### config.mk
export PLATFORM = sky130hd
export DESIGN_NAME = bsub_queue
export DESIGN_NICKNAME = d
export VERILOG_FILES = /design/src/hdl/bsub_pkg.sv /design/src/hdl/bsub_queue.sv
export SDC_FILE = /design/constraint.sdc
export NUM_CORES = 1
export LEC_CHECK = 0
export ABC_AREA = 1
export BUFFER_PORTS_ARGS = -buffer_cell sky130_fd_sc_hd__clkbuf_2
export CAP_MARGIN = 20
export CORE_UTILIZATION = 45
export DETAILED_ROUTE_END_ITERATION = 10
export GPL_ROUTABILITY_DRIVEN = 0
export HOLD_SLACK_MARGIN = 0.05
export PLACE_DENSITY_LB_ADDON = 0.08
export SYNTH_ARGS = -nofsm -noshare
export SYNTH_HDL_FRONTEND = slang
export SYNTH_SLANG_ARGS = --single-unit
export TNS_END_PERCENT = 1
### constraint.sdc
create_clock -name clk -period 16.35 [get_ports clk]
set_input_delay 1.635 -clock clk [delete_from_list [all_inputs] [get_ports clk]]
set_output_delay 1.635 -clock clk [all_outputs]
set_load 0.01 [all_outputs]
### src/hdl/bsub_pkg.sv
`timescale 1ns / 1ps
package bsub_pkg;

    localparam int PARAM_FRAC_BITS = 16;
    localparam int T_W             = PARAM_FRAC_BITS + 1;
    localparam logic [T_W-1:0] T_ONE = T_W'(1) << PARAM_FRAC_BITS;
    localparam int COORD_W         = 32;
    localparam int PTS_W           = 8 * COORD_W;
    localparam int IN_DATA_W       = ((PTS_W + 2 * T_W + 7) / 8) * 8;
    localparam int OUT_DATA_W      = PTS_W;
    localparam int QDEPTH          = 4;
    localparam int QPTR_W          = $clog2(QDEPTH);

    localparam logic [1:0] ACT_SPLIT_ONE = 2'd0;
    localparam logic [1:0] ACT_SPLIT_TWO = 2'd1;
    localparam logic [1:0] ACT_EXTRACT   = 2'd2;
    localparam logic [1:0] ACT_NONE      = 2'd3;

    typedef struct packed {
        logic signed [COORD_W-1:0] x;
        logic signed [COORD_W-1:0] y;
    } pt_t;

    typedef pt_t [3:0] curve_t;

    typedef struct packed {
        logic [1:0]     action;
        logic           cubic;
        logic [T_W-1:0] t1;
        logic [T_W-1:0] t2;
        curve_t         p;
    } item_t;

    // index 0 belongs to t1, index 1 to t2
    typedef struct packed {
        item_t      item;
        pt_t [1:0]  q;
        pt_t [1:0]  r;
        pt_t [1:0]  s;
        pt_t [1:0]  qr;
        pt_t [1:0]  rs;
        pt_t        qa;
        pt_t        qb;
        pt_t [1:0]  m;
        pt_t        c1;
        pt_t        c2;
    } bundle_t;

    function automatic logic [T_W-1:0] sat_param(input logic [T_W-1:0] raw);
        return (raw > T_ONE) ? T_ONE : raw;
    endfunction

    // a + floor((b - a) * t / one); result always lies between a and b
    function automatic logic signed [COORD_W-1:0] lerp1(
        input logic signed [COORD_W-1:0] a,
        input logic signed [COORD_W-1:0] b,
        input logic [T_W-1:0]            t
    );
        logic signed [COORD_W:0]       d;
        logic signed [COORD_W+T_W+1:0] prod;
        d    = {b[COORD_W-1], b} - {a[COORD_W-1], a};
        prod = d * $signed({1'b0, t});
        return a + prod[PARAM_FRAC_BITS +: COORD_W];
    endfunction

    function automatic pt_t lerp_pt(input pt_t a, input pt_t b, input logic [T_W-1:0] t);
        pt_t r;
        r.x = lerp1(a.x, b.x, t);
        r.y = lerp1(a.y, b.y, t);
        return r;
    endfunction

endpackage

### src/hdl/bsub_queue.sv
`timescale 1ns / 1ps
module bsub_queue
(
    input  logic             clk,
    input  logic             rst_n,
    input  logic             push,
    input  bsub_pkg::item_t  push_item,
    output logic             full,
    input  logic             pop,
    output logic             not_empty,
    output bsub_pkg::item_t  head
);

    bsub_pkg::item_t mem [bsub_pkg::QDEPTH];
    logic [bsub_pkg::QPTR_W-1:0] wr_ptr_reg, wr_ptr_next;
    logic [bsub_pkg::QPTR_W-1:0] rd_ptr_reg, rd_ptr_next;
    logic [bsub_pkg::QPTR_W:0]   cnt_reg, cnt_next;

    assign full      = (cnt_reg == (bsub_pkg::QPTR_W+1)'(bsub_pkg::QDEPTH));
    assign not_empty = (cnt_reg != '0);
    assign head      = mem[rd_ptr_reg];

    always_comb
    begin
        wr_ptr_next = push ? wr_ptr_reg + 1'b1 : wr_ptr_reg;
        rd_ptr_next = pop  ? rd_ptr_reg + 1'b1 : rd_ptr_reg;
        cnt_next    = cnt_reg + (bsub_pkg::QPTR_W+1)'(push) - (bsub_pkg::QPTR_W+1)'(pop);
    end

    always_ff @(posedge clk)
    begin
        if (push)
        begin
            mem[wr_ptr_reg] <= push_item;
        end
    end

    always_ff @(posedge clk or negedge rst_n)
    begin
        if (!rst_n)
        begin
            wr_ptr_reg <= '0;
            rd_ptr_reg <= '0;
            cnt_reg    <= '0;
        end
        else
        begin
            wr_ptr_reg <= wr_ptr_next;
            rd_ptr_reg <= rd_ptr_next;
            cnt_reg    <= cnt_next;
        end
    end

    property p_no_underflow;
        @(posedge clk) disable iff (!rst_n) pop |-> not_empty;
    endproperty
    a_no_underflow: assert property (p_no_underflow) else $error("queue underflow");

    property p_no_overflow;
        @(posedge clk) disable iff (!rst_n) (push && full) |-> pop;
    endproperty
    a_no_overflow: assert property (p_no_overflow) else $error("queue overflow");

    property p_count_bound;
        @(posedge clk) disable iff (!rst_n)
            cnt_reg <= (bsub_pkg::QPTR_W+1)'(bsub_pkg::QDEPTH);
    endproperty
    a_count_bound: assert property (p_count_bound) else $error("queue count out of range");

endmodule

==> impl_metrics.env <==
export IMPL_status="finished, final reports clean"
export IMPL_antenna_left=0
export IMPL_wire_per_inst_um=17.9
export IMPL_fmax_ghz=0.160
export IMPL_period_needed_ns=6.24
export IMPL_power_density_nw_per_um2=183
export IMPL_core_area_sq_um=109000
export IMPL_avgSynthCellArea_sq_um=10.7
export IMPL_cp_max_fo=261
export IMPL_synth_ff_type="edfxtp_1"
export IMPL_hold_viol=0
export IMPL_skew_ns=0.0218
export IMPL_synth_top_area_share_pct=71.2
export IMPL_die_y_um=333
export IMPL_track_usage_pct=21.5
export IMPL_cts_tree="yes"
export IMPL_final_cells=6729
export IMPL_yosysWarnings=0
export IMPL_worstPathCellList="inv_16 > buf_4 > buf_4 > nand2_1 > nand3_1 > nand2_1 > clkbuf_2"
export IMPL_synthesis_nets=4941
export IMPL_tightestPinTransition_ns=1.22
export IMPL_drt_total_wl_um=120000
export IMPL_synth_edf_count=1172
export IMPL_p_leak_nw=26.8
export IMPL_r2r_slack_ns=12.34
export IMPL_cts_resized=0
export IMPL_cp_end_kind="output port"
export IMPL_largest_reg_flops=1172
export IMPL_rsz0062_at_grt="false"
export IMPL_dp_cells=6474
export IMPL_start_util_pct=45.4
export IMPL_cts_root_buffer="clkbuf_16"
export IMPL_arrival_ns=4.61
export IMPL_hpwl_um=69700
export IMPL_fill_cells=9632
export IMPL_setup_viol=0
export IMPL_drive_above_1_share_pct=15.1
export IMPL_ys_ff_latch=1179
export IMPL_antenna_found_initial=35
export IMPL_yosys_area_top_type="edfxtp_1"
export IMPL_ir_drop_mv=0.231
export IMPL_clkTransAtPathRegs_ns=0.06
export IMPL_cts_hold_buf=0
export IMPL_slew_viol_final=0
export IMPL_clock_sinks=1179
export IMPL_synthTopCellsByArea="edfxtp_1 71%, nand2_1 11%, inv_1 9.0%"
export IMPL_finalWorstSetupSlack_ns=10.11
export IMPL_drtIter0Drc=1689
export IMPL_io_pins=592
export IMPL_die_width_um=333
export IMPL_synthMostInstantiatedCell="nand2_1"
export IMPL_drc=0
export IMPL_ys_types=17
export IMPL_crit_slowest_cell="buf_4"
export IMPL_required_ns=14.71
export IMPL_fin_tns_setup_ns=0
export IMPL_grt_pass1_vias=29800
export IMPL_synthArstFlopShare_pct=0.594
export IMPL_ys_seq_area_share_pct=71.5
export IMPL_grt_pass1_wl_um=180000
export IMPL_fp_row_count=121
export IMPL_synthTopCellsByCount="1476 x nand2_1, 1184 x inv_1, 1172 x edfxtp_1"
export IMPL_pre_cts_ws_ns=10.72
export IMPL_io_buffer_count=591
export IMPL_vias_per_cell=4.66
export IMPL_holdCritPathClass="flop to flop"
export IMPL_post_cts_buffers=0
export IMPL_syn_area_sq_um=49400
export IMPL_crit_path_start_kind="flop"
export IMPL_clk_latency_ns=0.72
export IMPL_finalPower_w=0.0105
export IMPL_dieArea_sq_um=111000
export IMPL_maxSlewHeadroom_pct=18.9
export IMPL_nets=5499
export IMPL_grt_max_degree=262
export IMPL_syn_inst=4637
export IMPL_max_cap_violations=0
export IMPL_clk_path_buf_depth=3
export IMPL_finalCritPeriodShare_pct=38.2
export IMPL_crit_type="flop to output port"
export IMPL_drt_pass1_iterations=5
export IMPL_h_tree_depth=4
export IMPL_cpPeakStageDelay_ns=0.92
export IMPL_grt_overflow=0
export IMPL_vias=31300
export IMPL_cts_buffers=133
export IMPL_area_growth_pct=16.4
cell usage in the layout, fill, tap and decap left out, types with 5 or more instances in the layout:
master	count
nand2_1	1476
inv_1	1180
edfxtp_1	1172
clkbuf_2	591
nand3_1	588
clkbuf_16	137
clkbuf_1	37
clkinv_1	28
buf_4	25
diode_2	19
clkinv_2	18
ha_1	6
inv_8	5
bufinv_16	5
dfrtp_1	5
per-stage QoR:
step	hold WS (ns)	utilization (%)	cell area, sq um
global placement	0.492	49.1	53500
finish	0.515	52.9	57500
global route	0.546	52.8	57500
detailed placement	0.514	49.1	53500
floorplan	0.463	-	49400
CTS	0.518	52.8	57500
logic make-up after synthesis:
family / Yosys count / synth area share (%)
AND/OR/NAND/NOR: 2065 / 17.2
buffers and inverters: 1382 / 11.0
flip-flops: 1179 / 71.5
adder cells (fa/ha/maj): 7 / 0.192
XOR/XNOR: 3 / 0.0532
AO/OA/AOI/OAI: 1 / 0.0101
layer usage:
metal | share of wire (%) | up-vias | global-route usage (%)
li1 | - | 15600 | -
met1 | 40 | 14600 | 26.2
met2 | 49 | 779 | 35.7
met3 | 7.3 | 257 | 6.10
met4 | 3.5 | 40 | 9.13
met5 | 0.18 | - | 0
layout make-up:
| type | count | area, sq um | area share, % |
|---|---|---|---|
| well taps | 1414 | 1770 | 3.08 |
| multi-input cells | 2076 | 8610 | 15.0 |
| clock buffers | 176 | 3590 | 6.25 |
| repair buffers | 619 | 3210 | 5.57 |
| flip-flops and latches | 1179 | 35400 | 61.5 |
| clock inverters | 60 | 420 | 0.731 |
| inverters | 1186 | 4510 | 7.83 |
| diodes | 19 | 47.5 | 0.0826 |
worst paths after layout:
check                              start            end  cells after the start
min in group asynchronous          rst_n     cnt_reg[1]                      1
max                        rd_ptr_reg[0]      head[166]                      7
max reg2reg                wr_ptr_reg[0]     mem[0][79]                      7
min                           cnt_reg[1]     cnt_reg[2]                      2
max in group asynchronous          rst_n  rd_ptr_reg[1]                      1
min reg2reg                   cnt_reg[1]     cnt_reg[2]                      2
worst max-delay path, delay by kind of cell (launching register included):
family | cells | cell delay [ns]
buffers and inverters | 4 | 2.67
AND/OR/NAND/NOR | 3 | 0.30
flip-flops | 1 | 0.75
report_power, final:
part	switching [W]	leakage (nW)	internal, W
sequential	0.000166	10.8	0.00395
clock	0.00115	1.96	0.00162
combinational	0.00259	14.0	0.00104
No activity file was read; power rests on OpenSTA's default activity.
