**src/hdl/bsub_pkg.sv**
```systemverilog
`timescale 1ns / 1ps
package bsub_pkg;

    localparam int PARAM_FRAC_BITS = 16;
    localparam int T_W             = PARAM_FRAC_BITS + 1;
    localparam logic [T_W-1:0] T_ONE = T_W'(1) << PARAM_FRAC_BITS;
    localparam int COORD_W         = 32;
    localparam int PTS_W           = 8 * COORD_W;
    localparam int IN_DATA_W       = ((PTS_W + 2 * T_W + 7) / 8) * 8;
    localparam int OUT_DATA_W      = PTS_W;
    localparam int QDEPTH          = 4;
    localparam int QPTR_W          = $clog2(QDEPTH);

    localparam logic [1:0] ACT_SPLIT_ONE = 2'd0;
    localparam logic [1:0] ACT_SPLIT_TWO = 2'd1;
    localparam logic [1:0] ACT_EXTRACT   = 2'd2;
    localparam logic [1:0] ACT_NONE      = 2'd3;

    typedef struct packed {
        logic signed [COORD_W-1:0] x;
        logic signed [COORD_W-1:0] y;
    } pt_t;

    typedef pt_t [3:0] curve_t;

    typedef struct packed {
        logic [1:0]     action;
        logic           cubic;
        logic [T_W-1:0] t1;
        logic [T_W-1:0] t2;
        curve_t         p;
    } item_t;

    // index 0 belongs to t1, index 1 to t2
    typedef struct packed {
        item_t      item;
        pt_t [1:0]  q;
        pt_t [1:0]  r;
        pt_t [1:0]  s;
        pt_t [1:0]  qr;
        pt_t [1:0]  rs;
        pt_t        qa;
        pt_t        qb;
        pt_t [1:0]  m;
        pt_t        c1;
        pt_t        c2;
    } bundle_t;

    function automatic logic [T_W-1:0] sat_param(input logic [T_W-1:0] raw);
        return (raw > T_ONE) ? T_ONE : raw;
    endfunction

    // a + floor((b - a) * t / one); result always lies between a and b
    function automatic logic signed [COORD_W-1:0] lerp1(
        input logic signed [COORD_W-1:0] a,
        input logic signed [COORD_W-1:0] b,
        input logic [T_W-1:0]            t
    );
        logic signed [COORD_W:0]       d;
        logic signed [COORD_W+T_W+1:0] prod;
        d    = {b[COORD_W-1], b} - {a[COORD_W-1], a};
        prod = d * $signed({1'b0, t});
        return a + prod[PARAM_FRAC_BITS +: COORD_W];
    endfunction

    function automatic pt_t lerp_pt(input pt_t a, input pt_t b, input logic [T_W-1:0] t);
        pt_t r;
        r.x = lerp1(a.x, b.x, t);
        r.y = lerp1(a.y, b.y, t);
        return r;
    endfunction

endpackage

```
**src/hdl/bsub_front.sv**
```systemverilog
`timescale 1ns / 1ps
module bsub_front
(
    input  logic                               clk,
    input  logic                               rst_n,
    input  logic                               s_tvalid,
    output logic                               s_tready,
    input  logic [bsub_pkg::IN_DATA_W-1:0]     s_tdata,
    input  logic [2:0]                         s_tuser,
    input  logic                               q_full,
    output logic                               q_push,
    output bsub_pkg::item_t                    q_item
);

    logic accept;

    assign s_tready = !q_full;
    assign accept   = s_tvalid && s_tready;

    always_comb
    begin
        q_item.action = s_tuser[1:0];
        q_item.cubic  = s_tuser[2];
        q_item.t1 = bsub_pkg::sat_param(s_tdata[bsub_pkg::PTS_W +: bsub_pkg::T_W]);
        q_item.t2 = bsub_pkg::sat_param(
            s_tdata[bsub_pkg::PTS_W + bsub_pkg::T_W +: bsub_pkg::T_W]);
        for (int i = 0; i < 4; i++)
        begin
            q_item.p[i].x = s_tdata[2*bsub_pkg::COORD_W*i +: bsub_pkg::COORD_W];
            q_item.p[i].y = s_tdata[2*bsub_pkg::COORD_W*i + bsub_pkg::COORD_W +:
                                    bsub_pkg::COORD_W];
        end
    end

    // drop items with no results right here
    assign q_push = accept && (s_tuser[1:0] != bsub_pkg::ACT_NONE);

    property p_push_needs_room;
        @(posedge clk) disable iff (!rst_n) q_push |-> !q_full;
    endproperty
    a_push_needs_room: assert property (p_push_needs_room) else $error("push into full queue");

    property p_none_dropped;
        @(posedge clk) disable iff (!rst_n)
            (accept && s_tuser[1:0] == bsub_pkg::ACT_NONE) |-> !q_push;
    endproperty
    a_none_dropped: assert property (p_none_dropped) else $error("empty action queued");

    property p_push_is_accept;
        @(posedge clk) disable iff (!rst_n) q_push |-> (s_tvalid && s_tready);
    endproperty
    a_push_is_accept: assert property (p_push_is_accept) else $error("push without accept");

endmodule

```
**config.mk**
```make
export PLATFORM = sky130hd
export DESIGN_NAME = bsub_front
export DESIGN_NICKNAME = d
export VERILOG_FILES = /design/src/hdl/bsub_pkg.sv /design/src/hdl/bsub_front.sv
export SDC_FILE = /design/constraint.sdc
export NUM_CORES = 1
export LEC_CHECK = 0
export BUFFER_PORTS_ARGS = -buffer_cell sky130_fd_sc_hd__buf_2
export CORE_AREA = 8 8 224 226
export DETAILED_ROUTE_END_ITERATION = 12
export DIE_AREA = 0 0 232 234
export MAX_ROUTING_LAYER = met4
export SLEW_MARGIN = 10
export SYNTH_ARGS = -nofsm -noshare
export SYNTH_HDL_FRONTEND = slang
export SYNTH_SLANG_ARGS = --single-unit
```
**constraint.sdc**
```tcl
create_clock -name vclk -period 1.2
set_input_delay 0.06 -clock vclk [all_inputs]
set_output_delay 0.06 -clock vclk [all_outputs]
set_load 0.05 [all_outputs]
```
==> impl_results.md, run 1 <==
- Setup crit end kind: output port
- Routability Congestion: 0.726
- Core area: 0.0468 mm2
- 1st-iter DRT viols: 13
- Area delta synth->final: -11.0%
- Slowest stage cell, crit path: nor4_4
- Layout Nets: 451
- Post-route ant nets: 0
- CP max FO: 8
- CP dominant cell by count: buf_12
- # clk buffers: 0
- Synth cell count leaders: buf_4 (259), nor2b_1 (30), nor4_2 (4), nor4_4 (4), inv_1 (3)
- Max-Cap Viols: 0
- Final setup viols: 8
- Violated checks: setup timing
- Critical path class: primary input to output port
- Crit-path cells: buf_8, nor4_4, a41oi_4, buf_12, nor2b_4, buf_12
- Outcome: finished, violations left
- Worst Tran Pin Value: 0.380 ns
- Worst Path Required: 1.14 ns
- Vias in the first global route: 1,550
- Chip width: 232 um
- Sum of buffers and inverters on the critical path: 3
- Setup TNS: -0.138 ns
- Max_slew headroom: 0.746
- Syn Inst Count: 308
- Share of cells above drive strength 1: 0.856
- Via count: 1,312
- Initial antenna violation count: 5
- Row cnt: 80
- Filler cell count: 5,581
- GRT Total Usage: 0.0486
- Hold Path Stages: 0
- # DRC: 0
- Setup WS post-layout: -0.0484 ns
- Estimated wirelength of the detail-placed design: 13,000 um
- Critical path depth: 6
- Synth area leaders: buf_4 (82%), nor2b_1 (7.9%), nor4_4 (3.6%), a41oi_4 (2.3%), nor4_2 (2.1%)
- DRT Pass-1 Iters: 2
- Setup WS pre-CTS: -0.268 ns
- GRT overflow: 0
- Worst VDD drop: 0.162 mV
- Hold Path Sink: q_item[50]
- First-pass GRT wire length: 16,400 um
- Cell Pwr Density: 343 mW/mm2
- Die Span Y: 234 um
- Initial Utilization: 0.0506
- Post-synth top area share: 0.821
- FF+latch count: 0
- YS warnings: 0
- Die area: 0.0543 mm2
- Worst hold path startpoint: s_tdata[18]
- Count leader, synth: buf_4
- Kind of cell adding the most delay to the critical path: simple AND/OR/NAND/NOR gates
- Worst Hold Class: primary input to output port
- Minimum clock period: 1.25 ns
- Startpoint types: primary input
- Fmax: 801 MHz
- Sequential standard cell area: 0 um2
- Dominant cell type by area after synthesis: buf_4
- Top-Level Pins: 598
- WL/cell: 19.2 um
- Sequential-to-total area share from yosys stat: 0
- CP arrival: 1.19 ns
- Final Power: 723 uW
- PortBufs: 76
- Final WL: 14,600 um
- Leak Pwr: 0.657 nW
- Unique cell type count in the Yosys netlist: 10
- Hold-fix buffer count after cts: 0
- Vias per cell: 1.72
- Syn Area/Cell: 7.69 um2
- RSZ-0062 raised after global routing: true
- Post-Syn Nets: 611
- Largest net degree at the start of global routing: 9
- Final period util: 1.04
- Mapped Area: 0.00237 mm2
- Crit path largest cell delay: 0.33 ns
- Final hold violations: 0
- Pins Over Slew Limit: 0
## area by class of cell
cell class | count | area [um2] | share of cell area
well taps | 615 | 769 | 0.365
repair buffers | 98 | 806 | 0.382
inverters | 3 | 11.3 | 0.00534
diodes | 1 | 2.50 | 0.00119
multi-input cells | 45 | 518 | 0.246
## repair_timing
| item | 4_1_cts | 5_1_grt |
|---|---|---|
| setup buffers | 3 | 2 |
| pin swaps | 10 | 8 |
| setup endpoints to repair | 20 | 20 |
| gates cloned | 1 | 0 |
| resized for setup | 42 | 36 |
## how the worst max path moves through the flow
stage	start	end	slack (ns)
finish	s_tdata[287]	q_item[270]	-0.05
floorplan	s_tdata[278]	q_item[258]	-0.22
detailed placement	s_tdata[273]	q_item[266]	-0.27
global route	s_tdata[287]	q_item[263]	-0.07
CTS	s_tdata[288]	q_item[270]	-0.06
global placement	s_tdata[278]	q_item[266]	-0.26
## kinds of logic after synthesis
logic type | after synthesis | synth area share
buf+inv | 264 | 0.829
compound gates | 2 | 0.0232
simple gates | 42 | 0.148
## metal layers
layer | wire (um) | vias to the layer above | global-route usage | share of wire
met5 | 0 | - | - | 0
met4 | 1770 | 0 | 0.0512 | 0.12
met3 | 3770 | 182 | 0.0515 | 0.26
met2 | 7570 | 312 | 0.0918 | 0.52
met1 | 1500 | 450 | 0.0120 | 0.10
li1 | - | 368 | - | -
## power breakdown
group / internal, mW / switching [mW]
registers: 0 / 0
clock network: 0.000000112 / 0
logic: 0.280 / 0.443
## cell usage in the layout, fill, tap and decap left out
cell / n
buf_12: 5
a41oi_4: 3
nor4_4: 8
buf_4: 23
buf_2: 42
nor2b_1: 16
buf_8: 2
nor2b_2: 13
nor2b_4: 3
nand2_1: 1
buf_6: 26
inv_1: 3
diode_2: 1
and3_1: 1
## per-stage QoR
stage	hold slack (ns)	instances	instance area, um2	utilization
after global routing	0.120	762	2110	0.0450
after floorplan	0.287	308	2370	-
final	0.120	762	2110	0.0450
after global placement	0.120	755	1750	0.0374
after detailed placement	0.120	755	1750	0.0374
after CTS	0.120	759	1960	0.0419
(Power assumes the default switching activity.)
==> inputs of run 2 (changes only) <==
--- a/config.mk
+++ b/config.mk
@@ -10,6 +10,7 @@
 export DETAILED_ROUTE_END_ITERATION = 12
 export DIE_AREA = 0 0 232 234
 export MAX_ROUTING_LAYER = met4
+export RECOVER_POWER = 100
 export SLEW_MARGIN = 10
 export SYNTH_ARGS = -nofsm -noshare
 export SYNTH_HDL_FRONTEND = slang
==> impl_results.md, run 2 (synthesized netlist as in run 1, its figures left out) <==
- Worst VDD drop: 0.161 mV
- Final WL: 14,600 um
- CP dominant cell by count: buf_12
- Minimum clock period: 1.24 ns
- Fmax: 806 MHz
- Vias per cell: 1.72
- Estimated wirelength of the detail-placed design: 13,000 um
- Core area: 0.0468 mm2
- Chip width: 232 um
- PortBufs: 76
- Row cnt: 80
- Max_slew headroom: 0.486
- Worst Hold Class: primary input to output port
- CP max FO: 8
- Cell Pwr Density: 343 mW/mm2
- Violated checks: setup timing
- Crit path largest cell delay: 0.32 ns
- Sequential standard cell area: 0 um2
- # DRC: 0
- Outcome: finished, violations left
- Die Span Y: 234 um
- Leak Pwr: 0.605 nW
- WL/cell: 19.2 um
- Top-Level Pins: 598
- Final hold violations: 0
- Hold Path Sink: q_item[50]
- RSZ-0062 raised after global routing: true
- Critical path class: primary input to output port
- Initial Utilization: 0.0506
- Initial antenna violation count: 5
- Max-Cap Viols: 0
- # clk buffers: 0
- Commonest cells after routing, fill and taps aside: buf_6 (26), buf_2 (25), buf_4 (23)
- FF+latch count: 0
- Area delta synth->final: -11.9%
- Startpoint types: primary input
- Setup WS post-layout: -0.0404 ns
- Die area: 0.0543 mm2
- Vias in the first global route: 1,550
- Commonest non-fill, non-tap cell in the layout: buf_6
- Worst Path Required: 1.14 ns
- 1st-iter DRT viols: 8
- Crit-path cells: buf_8, nor4_4, a41oi_4, buf_12, nor2b_4, buf_12
- Setup TNS: -0.116 ns
- Pins Over Slew Limit: 0
- Worst hold path startpoint: s_tdata[18]
- CP arrival: 1.18 ns
- Slowest stage cell, crit path: nor4_4
- Post-route ant nets: 0
- DRT Pass-1 Iters: 2
- Routability Congestion: 0.726
- Share of cells above drive strength 1: 0.747
- Setup crit end kind: output port
- M1 GR Usage: 0.0120
- Via count: 1,308
- First-pass GRT wire length: 16,400 um
- GRT Total Usage: 0.0486
- GRT overflow: 0
- Post-layout util: 0.0445
- Met3 Use GR: 0.0515
- Worst Tran Pin Value: 0.774 ns
- Final setup viols: 7
- GRT met2 Usage: 0.0918
- Final period util: 1.03
- Final Power: 715 uW
- GRT Max-Usage Layer: met2
- Largest net degree at the start of global routing: 9
- Hold Path Stages: 0
- Layout Nets: 451
-- run 2: changes by cell type in the layout (fill, tap and decap cells not counted) --
cell,change
buf_2,-17
clkbuf_2,+2
nor2b_2,-1
clkbuf_1,+15
nor2b_1,+1
-- run 2: metal layers --
layer,routed length (um),part of all wire
met1,1500,0.10
met2,7580,0.52
met3,3760,0.26
met4,1760,0.12
met5,0,0
-- run 2: critical path, delay by kind of cell --
| family | cells | cell delay [ns] |
|---|---|---|
| buffers and inverters | 3 | 0.44 |
| AND/OR/NAND/NOR | 2 | 0.48 |
| AO/OA/AOI/OAI | 1 | 0.19 |
-- run 2: final cells by class --
| class | instances | area, um2 |
|---|---|---|
| antenna | 1 | 2.50 |
| fill | 5585 | 44800 |
| inverter | 3 | 11.3 |
| multi-input combinational | 45 | 515 |
| tap | 615 | 769 |
| timing repair buffer | 98 | 787 |
-- run 2: stage by stage --
stage	cells	worst slack (ns)	cell area, um2	hold slack (ns)
CTS	759	-0.0584	1960	0.120
global placement	755	-0.262	1750	0.120
detailed placement	755	-0.268	1750	0.120
floorplan	308	-0.222	2370	0.287
global route	762	-0.0674	2090	0.120
finish	762	-0.0404	2090	0.120
-- run 2: timing repair --
action,in CTS,in global routing
hold buffers,0,0
setup buffers,3,2
setup endpoints to repair,20,20
gates cloned,1,0
resized for setup,42,36
pin swaps,10,8
-- run 2: report_power, final --
| group | leakage (nW) | switching, mW | total, mW | internal [mW] |
|---|---|---|---|---|
| registers | 0 | 0 | 0 | 0 |
| logic | 0.605 | 0.443 | 0.715 | 0.272 |
| clock network | 0.00000634 | 0 | 0.000000112 | 0.000000112 |
| total | 0.605 | 0.443 | 0.715 | 0.272 |
-- run 2: worst max path at each step --
stage                  from     endpoint  slack [ns]  cells after the start
3_5_place_dp   s_tdata[273]  q_item[266]       -0.27                      6
5_1_grt        s_tdata[287]  q_item[263]       -0.07                      6
3_3_place_gp   s_tdata[278]  q_item[266]       -0.26                      6
4_1_cts        s_tdata[288]  q_item[270]       -0.06                      6
6_report       s_tdata[287]  q_item[270]       -0.04                      6
2_1_floorplan  s_tdata[278]  q_item[258]       -0.22                      3
==> inputs of run 3 (changes only) <==
--- a/config.mk
+++ b/config.mk
@@ -6,9 +6,9 @@
 export NUM_CORES = 1
 export LEC_CHECK = 0
 export BUFFER_PORTS_ARGS = -buffer_cell sky130_fd_sc_hd__buf_2
-export CORE_AREA = 8 8 224 226
+export CORE_AREA = 8 8 228 230
 export DETAILED_ROUTE_END_ITERATION = 12
-export DIE_AREA = 0 0 232 234
+export DIE_AREA = 0 0 236 238
 export MAX_ROUTING_LAYER = met4
 export RECOVER_POWER = 100
 export SLEW_MARGIN = 10
==> constraint.sdc (replaced) <==
create_clock -name vclk -period 1.3
set_input_delay 0.065 -clock vclk [all_inputs]
set_output_delay 0.065 -clock vclk [all_outputs]
set_load 0.05 [all_outputs]
==> impl_results.md, run 3 (synthesized netlist as in run 1, its figures left out) <==
- Outcome: finished clean
- Hold-fix buffer count after cts: 0
- Non-filler cells, final: 772
- Worst VDD drop: 0.146 mV
- RSZ-0062 raised after global routing: true
- Slowest stage cell, crit path: nor4_4
- PortBufs: 76
- Chip width: 236 um
- Hold Slack: 0.130 ns
- Die area: 0.0562 mm2
- GRT overflow: 0
- Commonest non-fill, non-tap cell in the layout: buf_2
- Final hold violations: 0
- # clk buffers: 0
- Met3 Use GR: 0.0351
- Largest net degree at the start of global routing: 8
- CP max FO: 5
- Setup WS pre-CTS: -0.185 ns
- Max_slew headroom: 0.535
- Initial antenna violation count: 6
- Estimated wirelength of the detail-placed design: 13,100 um
- Critical path class: primary input to output port
- CP dominant cell by count: buf_6
- Post-route ant nets: 0
- GRT Max-Usage Layer: met2
- Layout Nets: 453
- Final WL: 14,500 um
- Worst Hold Class: primary input to output port
- Kind of cell adding the most delay to the critical path: simple AND/OR/NAND/NOR gates
- Core area: 0.0483 mm2
- FF+latch count: 0
- Vias per cell: 1.72
- Routability Congestion: 0.894
- Initial Utilization: 0.0490
- Top-Level Pins: 598
- Startpoint types: primary input
- Worst hold path startpoint: s_tdata[84]
- Dpl cells: 766
- Sum of buffers and inverters on the critical path: 3
- Share of cells above drive strength 1: 0.743
- Row cnt: 81
- Final period util: 0.997
- Crit-path cells: buf_6, nor4_4, a41oi_4, buf_6, nor2b_4, buf_12
- Area delta synth->final: -11.2%
- Commonest cells after routing, fill and taps aside: buf_2 (30), buf_4 (24), nor2b_1 (20)
- # DRC: 0
- Setup crit end kind: output port
- 1st-iter DRT viols: 25
- Max-Cap Viols: 0
- Vias in the first global route: 1,682
- Worst Tran Pin Value: 0.700 ns
- CP arrival: 1.23 ns
- Final Power: 677 uW
- WL/cell: 18.8 um
- Crit path largest cell delay: 0.38 ns
- Placed Area: 0.00182 mm2
- DRT Pass-1 Iters: 3
- Pins Over Slew Limit: 0
- Via count: 1,328
- Post-layout instance area: 0.00210 mm2
- Fmax: 771 MHz
- Leak Pwr: 0.631 nW
- Sequential standard cell area: 0 um2
- First-pass GRT wire length: 17,000 um
- Final setup viols: 0
- Cell Pwr Density: 322 mW/mm2
- Die Span Y: 238 um
- GRT Total Usage: 0.0477
- Hold Path Stages: 0
- Hold Path Sink: q_item[116]
- Minimum clock period: 1.30 ns
- Setup WS post-layout: 0.00325 ns
- M1 GR Usage: 0.0143
- Worst Path Required: 1.24 ns
- GRT met2 Usage: 0.0980
==> run 3: changes by cell type in the layout (fill, tap and decap cells not counted), sizes merged <==
| cell | change |
|---|---|
| diode | +1 |
| clkbuf | +2 |
==> run 3: power breakdown <==
part | switching (mW) | internal, mW
sequential | 0 | 0
combinational | 0.422 | 0.254
clock | 0 | 0.000000206
total | 0.422 | 0.254
==> run 3: layer usage <==
metal / vias to the layer above / wire length, um / part of all wire
met4: 0 / 1900 / 0.13
met5: - / 0 / 0
met2: 332 / 8060 / 0.55
met3: 172 / 2880 / 0.20
met1: 453 / 1710 / 0.12
li1: 371 / - / -
==> run 3: layout make-up <==
cell class         count  area, um2
multi-input cells     45        524
inverters              3       11.3
well taps            622        778
repair buffers       100        785
fillers             5713      46200
diodes                 2       5.00
==> run 3: stage by stage <==
step,utilization,TNS (ns)
after global placement,0.0377,-2.23
after global routing,0.0435,-0.555
after CTS,0.0419,-0.0283
after detailed placement,0.0377,-2.09
final,0.0435,0
after floorplan,-,-2.37
==> run 3: repair_timing <==
action,CTS,global route
gates cloned,1,0
endpoints found under the setup margin,19,20
gates resized for setup,44,23
buffers inserted,2,1
pin swaps,5,6
==> run 3: how the worst max path moves through the flow <==
stage	from	end	depth (start not counted)
finish	s_tdata[265]	q_item[278]	6
global route	s_tdata[276]	q_item[268]	7
CTS	s_tdata[286]	q_item[268]	7
detailed placement	s_tdata[279]	q_item[269]	6
global placement	s_tdata[279]	q_item[269]	6
floorplan	s_tdata[278]	q_item[258]	3
